<file path="config.mk">
export PLATFORM = sky130hd
export DESIGN_NAME = nfha_seq
export DESIGN_NICKNAME = d
export VERILOG_FILES = /design/src/hdl/nfha_pkg.sv /design/src/hdl/nfha_seq.sv
export SDC_FILE = /design/constraint.sdc
export NUM_CORES = 1
export LEC_CHECK = 0
export BUFFER_PORTS_ARGS = -buffer_cell sky130_fd_sc_hd__buf_2
export CAP_MARGIN = 15
export CORE_MARGIN = 4
export CORE_UTILIZATION = 30
export CTS_BUF_LIST = sky130_fd_sc_hd__clkbuf_16
export CTS_CLUSTER_DIAMETER = 120
export DETAILED_ROUTE_END_ITERATION = 16
export SYNTH_ARGS = -nofsm -noshare
export SYNTH_HDL_FRONTEND = slang
export SYNTH_SLANG_ARGS = --single-unit
</file>
<file path="constraint.sdc">
create_clock -name clk -period 7.75 [get_ports clk]
set_input_delay 1.1625 -clock clk [delete_from_list [all_inputs] [get_ports clk]]
set_output_delay 1.1625 -clock clk [all_outputs]
set_load 0.02 [all_outputs]
</file>
<file path="src/hdl/nfha_pkg.sv">
// Shared types, constants and helpers of the next-fit heap allocator.
package nfha_pkg;

	localparam int HEAP_BYTES_MAX = 65536;
	localparam int HEADER_BYTES   = 24;
	localparam int TASK_ID_BITS   = 8;
	localparam int HEAP_WORDS     = HEAP_BYTES_MAX / 4;
	localparam int IDX_W          = $clog2(HEAP_WORDS);
	localparam int LEN_W          = $clog2(HEAP_BYTES_MAX) + 1;
	localparam int SIZE_W         = LEN_W - 1;
	localparam int NEED_W         = 25;
	localparam int CNT_W          = 12;
	localparam int SPLIT_MIN      = HEADER_BYTES + 4;

	localparam logic [1:0] KIND_INIT  = 2'd0;
	localparam logic [1:0] KIND_ALLOC = 2'd1;
	localparam logic [1:0] KIND_FREE  = 2'd2;
	localparam logic [1:0] KIND_COUNT = 2'd3;

	localparam logic [1:0] CFG_HEAP_BASE    = 2'd0;
	localparam logic [1:0] CFG_HEAP_BYTES   = 2'd1;
	localparam logic [1:0] CFG_KERNEL_READY = 2'd2;

	typedef logic [IDX_W-1:0] idx_t;

	typedef struct packed {
		logic                    start;
		logic                    alloc;
		logic [TASK_ID_BITS-1:0] owner;
		logic [SIZE_W-1:0]       size;
		idx_t                    prev;
		logic                    prev_ok;
	} hdr_t;

	typedef struct packed {
		logic we;
		idx_t waddr;
		hdr_t wdata;
		idx_t raddr;
	} mreq_t;

	typedef struct packed {
		logic [31:0] base;
		logic [16:0] bytes;
		logic        kready;
	} cfg_t;

	typedef struct packed {
		logic ok;
		idx_t idx;
	} nxt_t;

	function automatic nxt_t next_of(idx_t idx, logic [SIZE_W-1:0] size,
			logic [LEN_W-1:0] len);
		logic [LEN_W:0] sum;
		nxt_t r;
		sum = (LEN_W+1)'({idx, 2'b00}) + (LEN_W+1)'(HEADER_BYTES) + (LEN_W+1)'(size);
		r.ok = sum < {1'b0, len};
		r.idx = sum[IDX_W+1:2];
		return r;
	endfunction

endpackage

</file>
<file path="src/hdl/nfha_seq.sv">
// Request sequencer: walks and rewrites block headers in the header store.
module nfha_seq (
	input  logic                  clk,
	input  logic                  arst_n,
	input  nfha_pkg::cfg_t         cfg,
	input  logic                  start,
	output logic                  busy,
	input  logic [1:0]            kind,
	input  logic [23:0]           request_size,
	input  logic [31:0]           block_address,
	input  logic [7:0]            task_id,
	output nfha_pkg::mreq_t        mreq,
	input  nfha_pkg::hdr_t         rdata,
	output logic                  done,
	output logic                  status,
	output logic [31:0]           user_address,
	output logic [11:0]           small_count
);
	import nfha_pkg::*;

	typedef enum logic [4:0] {
		S_CLR, S_IDLE,
		S_A_LRD, S_A_LWT, S_A_RD, S_A_WT, S_A_ARD, S_A_AWT, S_A_WCUR,
		S_F_RD, S_F_WT, S_F_PRD, S_F_PWT,
		S_M_LRD, S_M_LWT, S_M_NEXT, S_M_RD, S_M_WT, S_M_ARD, S_M_AWT, S_M_WC,
		S_C_RD, S_C_WT
	} state_t;

	state_t                  state_q;
	idx_t                    rd_idx_q, waddr_q, cur_q, start_q, nx_q, nb_q, last_q, clr_q;
	logic                    we_q, ready_q, last_valid_q, done_q, status_q;
	hdr_t                    wdata_q, cur_e_q;
	logic [NEED_W-1:0]       need_q;
	logic [TASK_ID_BITS-1:0] task_q;
	logic [CNT_W-1:0]        n_q, cnt_q;
	logic [31:0]             base_q, addr_q;
	logic [LEN_W-1:0]        len_q;

	nxt_t              nx_rd, nx_cur, nx_m;
	logic [SIZE_W-1:0] msize;
	logic [NEED_W-1:0] need_in;
	logic [31:0]       blk, off;
	logic              free_ok, fits, split;
	logic [16:0]       ilen;
	logic [CNT_W-1:0]  n_new;

	always_comb begin
		nx_rd   = next_of(cur_q, rdata.size, len_q);
		nx_cur  = next_of(cur_q, cur_e_q.size, len_q);
		msize   = cur_e_q.size + SIZE_W'(HEADER_BYTES) + rdata.size;
		nx_m    = next_of(cur_q, msize, len_q);
		need_in = (NEED_W'(request_size) + NEED_W'(3)) & ~NEED_W'(3);
		blk     = block_address - 32'(HEADER_BYTES);
		off     = blk - base_q;
		free_ok = (blk >= base_q) && (off < 32'(len_q)) && (off[1:0] == 2'b00);
		ilen    = (cfg.bytes > 17'(HEAP_BYTES_MAX)) ? 17'(HEAP_BYTES_MAX) : cfg.bytes;
		ilen    = ilen & ~17'd3;
		fits    = !rdata.alloc && (NEED_W'(rdata.size) >= need_q);
		split   = (26'(rdata.size) >= 26'(need_q) + 26'(SPLIT_MIN));
		n_new   = n_q + CNT_W'(!rdata.alloc && (NEED_W'(rdata.size) < need_q));
	end

	assign busy         = (state_q != S_IDLE);
	assign mreq.we      = we_q;
	assign mreq.waddr   = waddr_q;
	assign mreq.wdata   = wdata_q;
	assign mreq.raddr   = rd_idx_q;
	assign done         = done_q;
	assign status       = status_q;
	assign user_address = addr_q;
	assign small_count  = cnt_q;

	always_ff @(posedge clk or negedge arst_n) begin
		if (!arst_n) begin
			state_q      <= S_CLR;
			we_q         <= 1'b0;
			clr_q        <= '0;
			ready_q      <= 1'b0;
			last_valid_q <= 1'b0;
			done_q       <= 1'b0;
			status_q     <= 1'b0;
			addr_q       <= '0;
			cnt_q        <= '0;
			len_q        <= '0;
			base_q       <= '0;
		end else begin
			we_q   <= 1'b0;
			done_q <= 1'b0;
			case (state_q)
				S_CLR: begin
					we_q    <= 1'b1;
					waddr_q <= clr_q;
					wdata_q <= '0;
					clr_q   <= clr_q + IDX_W'(1);
					if (clr_q == '1) begin
						state_q <= S_IDLE;
					end
				end
				S_IDLE: begin
					if (start) begin
						need_q <= need_in;
						task_q <= task_id[TASK_ID_BITS-1:0];
						addr_q <= '0;
						cnt_q  <= '0;
						case (kind)
							KIND_INIT: begin
								done_q  <= 1'b1;
								status_q <= 1'b1;
								if (!ready_q && cfg.kready && ilen >= 17'(SPLIT_MIN)) begin
									status_q <= 1'b0;
									base_q   <= cfg.base;
									len_q    <= ilen;
									ready_q  <= 1'b1;
									we_q     <= 1'b1;
									waddr_q  <= '0;
									wdata_q  <= '{start: 1'b1, alloc: 1'b0, owner: '0,
										size: SIZE_W'(ilen - 17'(HEADER_BYTES)),
										prev: '0, prev_ok: 1'b0};
								end
							end
							KIND_ALLOC: begin
								if (!ready_q || request_size == '0) begin
									done_q   <= 1'b1;
									status_q <= 1'b1;
								end else if (last_valid_q) begin
									cur_q    <= last_q;
									rd_idx_q <= last_q;
									state_q  <= S_A_LRD;
								end else begin
									cur_q    <= '0;
									start_q  <= '0;
									rd_idx_q <= '0;
									state_q  <= S_A_RD;
								end
							end
							KIND_FREE: begin
								if (!ready_q || (block_address != '0 && !free_ok)) begin
									done_q   <= 1'b1;
									status_q <= 1'b1;
								end else if (block_address == '0) begin
									done_q   <= 1'b1;
									status_q <= 1'b0;
								end else begin
									cur_q    <= off[IDX_W+1:2];
									rd_idx_q <= off[IDX_W+1:2];
									state_q  <= S_F_RD;
								end
							end
							default: begin
								if (!ready_q) begin
									done_q   <= 1'b1;
									status_q <= 1'b0;
								end else begin
									n_q      <= '0;
									cur_q    <= '0;
									rd_idx_q <= '0;
									state_q  <= S_C_RD;
								end
							end
						endcase
					end
				end
				S_A_LRD: state_q <= S_A_LWT;
				S_A_LWT: begin
					start_q  <= nx_rd.ok ? nx_rd.idx : '0;
					cur_q    <= nx_rd.ok ? nx_rd.idx : '0;
					rd_idx_q <= nx_rd.ok ? nx_rd.idx : '0;
					state_q  <= S_A_RD;
				end
				S_A_RD: state_q <= S_A_WT;
				S_A_WT: begin
					if (fits) begin
						cur_e_q       <= rdata;
						cur_e_q.alloc <= 1'b1;
						cur_e_q.owner <= task_q;
						state_q       <= S_A_WCUR;
						if (split) begin
							cur_e_q.size <= SIZE_W'(need_q);
							nb_q    <= cur_q + IDX_W'(HEADER_BYTES / 4) + need_q[IDX_W+1:2];
							we_q    <= 1'b1;
							waddr_q <= cur_q + IDX_W'(HEADER_BYTES / 4) + need_q[IDX_W+1:2];
							wdata_q <= '{start: 1'b1, alloc: 1'b0, owner: '0,
								size: SIZE_W'(26'(rdata.size) - 26'(need_q) - 26'(HEADER_BYTES)),
								prev: cur_q, prev_ok: 1'b1};
							if (nx_rd.ok) begin
								nx_q     <= nx_rd.idx;
								rd_idx_q <= nx_rd.idx;
								state_q  <= S_A_ARD;
							end
						end
					end else if ((nx_rd.ok ? nx_rd.idx : '0) == start_q) begin
						done_q   <= 1'b1;
						status_q <= 1'b1;
						state_q  <= S_IDLE;
					end else begin
						cur_q    <= nx_rd.ok ? nx_rd.idx : '0;
						rd_idx_q <= nx_rd.ok ? nx_rd.idx : '0;
						state_q  <= S_A_RD;
					end
				end
				S_A_ARD: state_q <= S_A_AWT;
				S_A_AWT: begin
					we_q            <= 1'b1;
					waddr_q         <= nx_q;
					wdata_q         <= rdata;
					wdata_q.prev    <= nb_q;
					wdata_q.prev_ok <= 1'b1;
					state_q         <= S_A_WCUR;
				end
				S_A_WCUR: begin
					we_q         <= 1'b1;
					waddr_q      <= cur_q;
					wdata_q      <= cur_e_q;
					last_valid_q <= 1'b1;
					last_q       <= cur_q;
					done_q       <= 1'b1;
					status_q     <= 1'b0;
					addr_q       <= base_q + 32'({cur_q, 2'b00}) + 32'(HEADER_BYTES);
					state_q      <= S_IDLE;
				end
				S_F_RD: state_q <= S_F_WT;
				S_F_WT: begin
					if (!rdata.start || !rdata.alloc ||
							(rdata.owner != task_q && task_q != '0)) begin
						done_q   <= 1'b1;
						status_q <= 1'b1;
						state_q  <= S_IDLE;
					end else begin
						cur_e_q       <= rdata;
						cur_e_q.alloc <= 1'b0;
						cur_e_q.owner <= '0;
						we_q          <= 1'b1;
						waddr_q       <= cur_q;
						wdata_q       <= rdata;
						wdata_q.alloc <= 1'b0;
						wdata_q.owner <= '0;
						last_valid_q  <= 1'b0;
						if (rdata.prev_ok) begin
							rd_idx_q <= rdata.prev;
							state_q  <= S_F_PRD;
						end else begin
							state_q <= S_M_NEXT;
						end
					end
				end
				S_F_PRD: state_q <= S_F_PWT;
				S_F_PWT: begin
					if (!rdata.alloc) begin
						cur_q    <= '0;
						rd_idx_q <= '0;
						state_q  <= S_M_LRD;
					end else begin
						state_q <= S_M_NEXT;
					end
				end
				S_M_LRD: state_q <= S_M_LWT;
				S_M_LWT: begin
					cur_e_q <= rdata;
					state_q <= S_M_NEXT;
				end
				S_M_NEXT: begin
					if (!nx_cur.ok) begin
						done_q   <= 1'b1;
						status_q <= 1'b0;
						state_q  <= S_IDLE;
					end else begin
						nx_q     <= nx_cur.idx;
						rd_idx_q <= nx_cur.idx;
						state_q  <= S_M_RD;
					end
				end
				S_M_RD: state_q <= S_M_WT;
				S_M_WT: begin
					if (!cur_e_q.alloc && !rdata.alloc) begin
						cur_e_q.size  <= msize;
						we_q          <= 1'b1;
						waddr_q       <= nx_q;
						wdata_q       <= rdata;
						wdata_q.start <= 1'b0;
						if (nx_m.ok) begin
							nb_q     <= nx_m.idx;
							rd_idx_q <= nx_m.idx;
							state_q  <= S_M_ARD;
						end else begin
							state_q <= S_M_WC;
						end
					end else begin
						cur_q   <= nx_q;
						cur_e_q <= rdata;
						state_q <= S_M_NEXT;
					end
				end
				S_M_ARD: state_q <= S_M_AWT;
				S_M_AWT: begin
					we_q            <= 1'b1;
					waddr_q         <= nb_q;
					wdata_q         <= rdata;
					wdata_q.prev    <= cur_q;
					wdata_q.prev_ok <= 1'b1;
					state_q         <= S_M_WC;
				end
				S_M_WC: begin
					we_q    <= 1'b1;
					waddr_q <= cur_q;
					wdata_q <= cur_e_q;
					state_q <= S_M_NEXT;
				end
				S_C_RD: state_q <= S_C_WT;
				S_C_WT: begin
					n_q <= n_new;
					if (!nx_rd.ok) begin
						done_q   <= 1'b1;
						status_q <= 1'b0;
						cnt_q    <= n_new;
						state_q  <= S_IDLE;
					end else begin
						cur_q    <= nx_rd.idx;
						rd_idx_q <= nx_rd.idx;
						state_q  <= S_C_RD;
					end
				end
				default: state_q <= S_IDLE;
			endcase
		end
	end
endmodule

</file>
==> run_results.csv <==
group,metric,value,unit
logic_synthesis,async_reset_ff_share,34.0,%
floorplanning,start_util,30.3,%
global_routing,antenna_found_initial,21,
cells_and_area,final_area,30600,um2
routing,wl_per_cell,23.3,um
sta,whs,0.473,ns
setup_path,cp_top_family,"compound AO/OA/AOI/OAI gates",
sta,relSlewSlack,21.9,%
routing,drc,0,
routing,vias_per_cell,5.49,
setup_path,critPathKind,"reg -> reg",
global_routing,grt_max_degree,60,
global_routing,grt_pass1_wl,147000,um
sta,drv_slew,0,
pwr,leakagePower,12.9,nW
sta,setup_viol,0,
logic_synthesis,syn_nets,3239,
floorplanning,rows,108,
global_routing,track_usage,20.8,%
setup_path,crit_buf_inv,6,
placement,io_buffer_count,276,
logic_synthesis,synth_seq_area_share,36.5,%
setup_path,crit_path_top_delay_cell,"or3_1",
placement,placedInstanceArea,29200,um2
routing,num_vias,23500,
logic_synthesis,avgSynthCellArea,9.39,um2
setup_path,cpMostUsedCell,"buf_4",
sta,fmax,141,MHz
routing,drtIter0Drc,2771,
cells_and_area,drive_above_1_share,16.3,%
global_routing,first_global_vias,22600,
clocking,clock_path_buffers,3,
clocking,clock-root-buffer,"clkbuf_16",
setup_path,cp_max_fo,14,
logic_synthesis,synth_warnings,0,
clocking,cts_setup_buffers,0,
logic_synthesis,synth_cells,2795,
cells_and_area,final_cells,4286,
pwr,power_density,431,nW/um2
setup_path,end_kind,"flip-flop",
run_status,status,"complete, no violations",
clocking,cts_tree,"done",
floorplanning,die_h,304,um
sta,rsz0062_at_grt,"no",
run,maxCapViolations,0,
sta,fin_skew,0.0320,ns
setup_path,r2r_end,"rd_idx_q[2]$_DFFE_PP_",
global_routing,grt_remaining_overflow,0,
floorplanning,die_area,92300,um2
clocking,clk_pin_slew_worst_paths,0.07,ns
routing,first_pass_iters,8,
logic_synthesis,synth_edf_count,223,
clocking,numCtsBuffers,42,
clocking,clock_latency,0.60,ns
setup_path,critPathMaxStageDelay,0.53,ns
cells_and_area,final_cell_mix,"ha_1 (277), buf_2 (275), nand2_1 (259), edfxtp_1 (223), inv_1 (198)",
setup_path,r2r_setup_slack,0.68,ns
setup_path,start_kind,"flip-flop",
sta,hold_viol,0,
routing,wl,99700,um
placement,hpwl,79600,um
sta,worstMarginPinSlew,1.16,ns
sta,finalCritPeriodShare,91.2,%
setup_path,required,8.08,ns
floorplanning,core,86800,um2
setup_path,r2r_cells,27,
setup_path,arrival,7.39,ns
placement,placed_cells,4192,
floorplanning,die_w,304,um
clocking,cts_resized,0,
clocking,cts_num_sinks,338,
logic_synthesis,synthFlopType,"edfxtp_1",
sta,finalSetupTns,0,ns
pwr,max-vdd-ir-drop,206,uV
worst_hold_path,hp-class,"in -> async",
placement,gp_congestion,0.947,
logic_synthesis,netlist_area,26300,um2
routing,ant_nets,0,
floorplanning,io_pins,277,
clocking,cts-htree-levels,2,
cells_and_area,finalNetCount,3527,
setup_path,reg2reg_from,"cur_q[4]$_DFFE_PP_",
cells_and_area,layout_commonest_cell,"ha_1",
cells_and_area,area_delta_synth_final,16.5,%
logic_synthesis,ys_ff_latch,338,
sta,period_needed,7.07,ns
clocking,cts_hold_buf,0,
logic_synthesis,yosysUniqueCellTypes,103,
## stage by stage
stage,util (%),power (mW),worst slack [ns]
finish,35.3,13.2,0.681
global route,35.3,14.1,0.302
CTS,35.2,13.1,0.882
detailed placement,33.7,11.1,0.375
global placement,33.7,11.0,0.445
floorplan,-,8.26,0.509
## flip-flops by register name, indices dropped and copies added (netlist names), 15 cells and up
name and flops:
cur_e_q 41, mreq 41, base_q 32, user_address 32, need_q 23, len_q 15
## worst max path at each step
stage,end,slack (ns),depth (start not counted),from
global placement,nb_q[2]$_DFFE_PP_,0.45,29,rdata[16]
global route,rd_idx_q[1]$_DFFE_PP_,0.30,29,rdata[16]
CTS,rd_idx_q[3]$_DFFE_PP_,0.88,27,cur_q[4]$_DFFE_PP_
detailed placement,nb_q[3]$_DFFE_PP_,0.38,29,rdata[16]
floorplan,nb_q[0]$_DFFE_PP_,0.51,26,rdata[16]
finish,rd_idx_q[2]$_DFFE_PP_,0.68,27,cur_q[4]$_DFFE_PP_
## cell type report
cell class,count,area (um2)
Antenna cell,15,37.5
Clock buffer,42,1050
Clock inverter,35,284
Fill cell,8909,56200
Inverter,193,724
Multi-Input combinational cell,2167,15600
Sequential cell,338,9570
Tap cell,1155,1450
Timing Repair Buffer,341,1890
## routing by layer
metal	track usage, %	routed length (um)	vias up
li1	-	-	11000
met4	11.3	6150	6
met3	4.61	8930	245
met1	26.8	40800	11200
met2	32.3	43700	1122
met5	0	41	-
## synthesized netlist by cell type (7+ instances only)
cell	number	area [um2]
o221ai_1	17	149
a21oi_1	166	831
and3_1	21	131
nor3_1	69	345
a211oi_1	14	105
a2111oi_0	7	61.3
xor2_1	81	709
o21ai_1	11	55.1
a21o_1	54	405
nor2_1	178	668
o31ai_1	11	82.6
nor4_1	26	163
edfxtp_1	223	6700
clkbuf_1	72	270
a22o_1	24	210
o22ai_1	7	43.8
a31oi_1	31	194
o21ai_0	168	841
or4_1	9	67.6
nand3_1	71	355
o21a_1	33	248
o2111ai_1	16	140
o21bai_1	26	195
xnor2_1	154	1350
and2_1	14	87.6
buf_1	7	26.3
inv_1	189	709
a22oi_1	49	368
a221oi_1	8	70.1
nand2_1	259	972
a221o_1	13	130
a41oi_1	9	78.8
and4_1	8	70.1
o211ai_1	17	128
nand4_1	38	238
or2_2	12	75.1
ha_1	277	3470
nand2b_1	45	282
dfrtp_1	115	2880
a211o_1	8	70.1
nor2b_1	32	200
mux2_2	50	563
fa_1	7	140
a222oi_1	24	240
or3_1	17	106
## cell families after synthesis
group	Yosys count	synth area share (%)
compound gates	772	19.9
simple gates	823	15.2
fa+ha+maj	284	13.7
mux	52	2.22
flops	338	36.5
xor+xnor	236	7.92
buf+inv	290	4.50
## where the power goes
| part | switching (mW) | internal, mW |
|---|---|---|
| combinational | 5.23 | 2.99 |
| sequential | 0.422 | 2.62 |
| clock | 0.857 | 1.07 |
| total | 6.50 | 6.68 |
No activity file was read; power rests on OpenSTA's default activity.
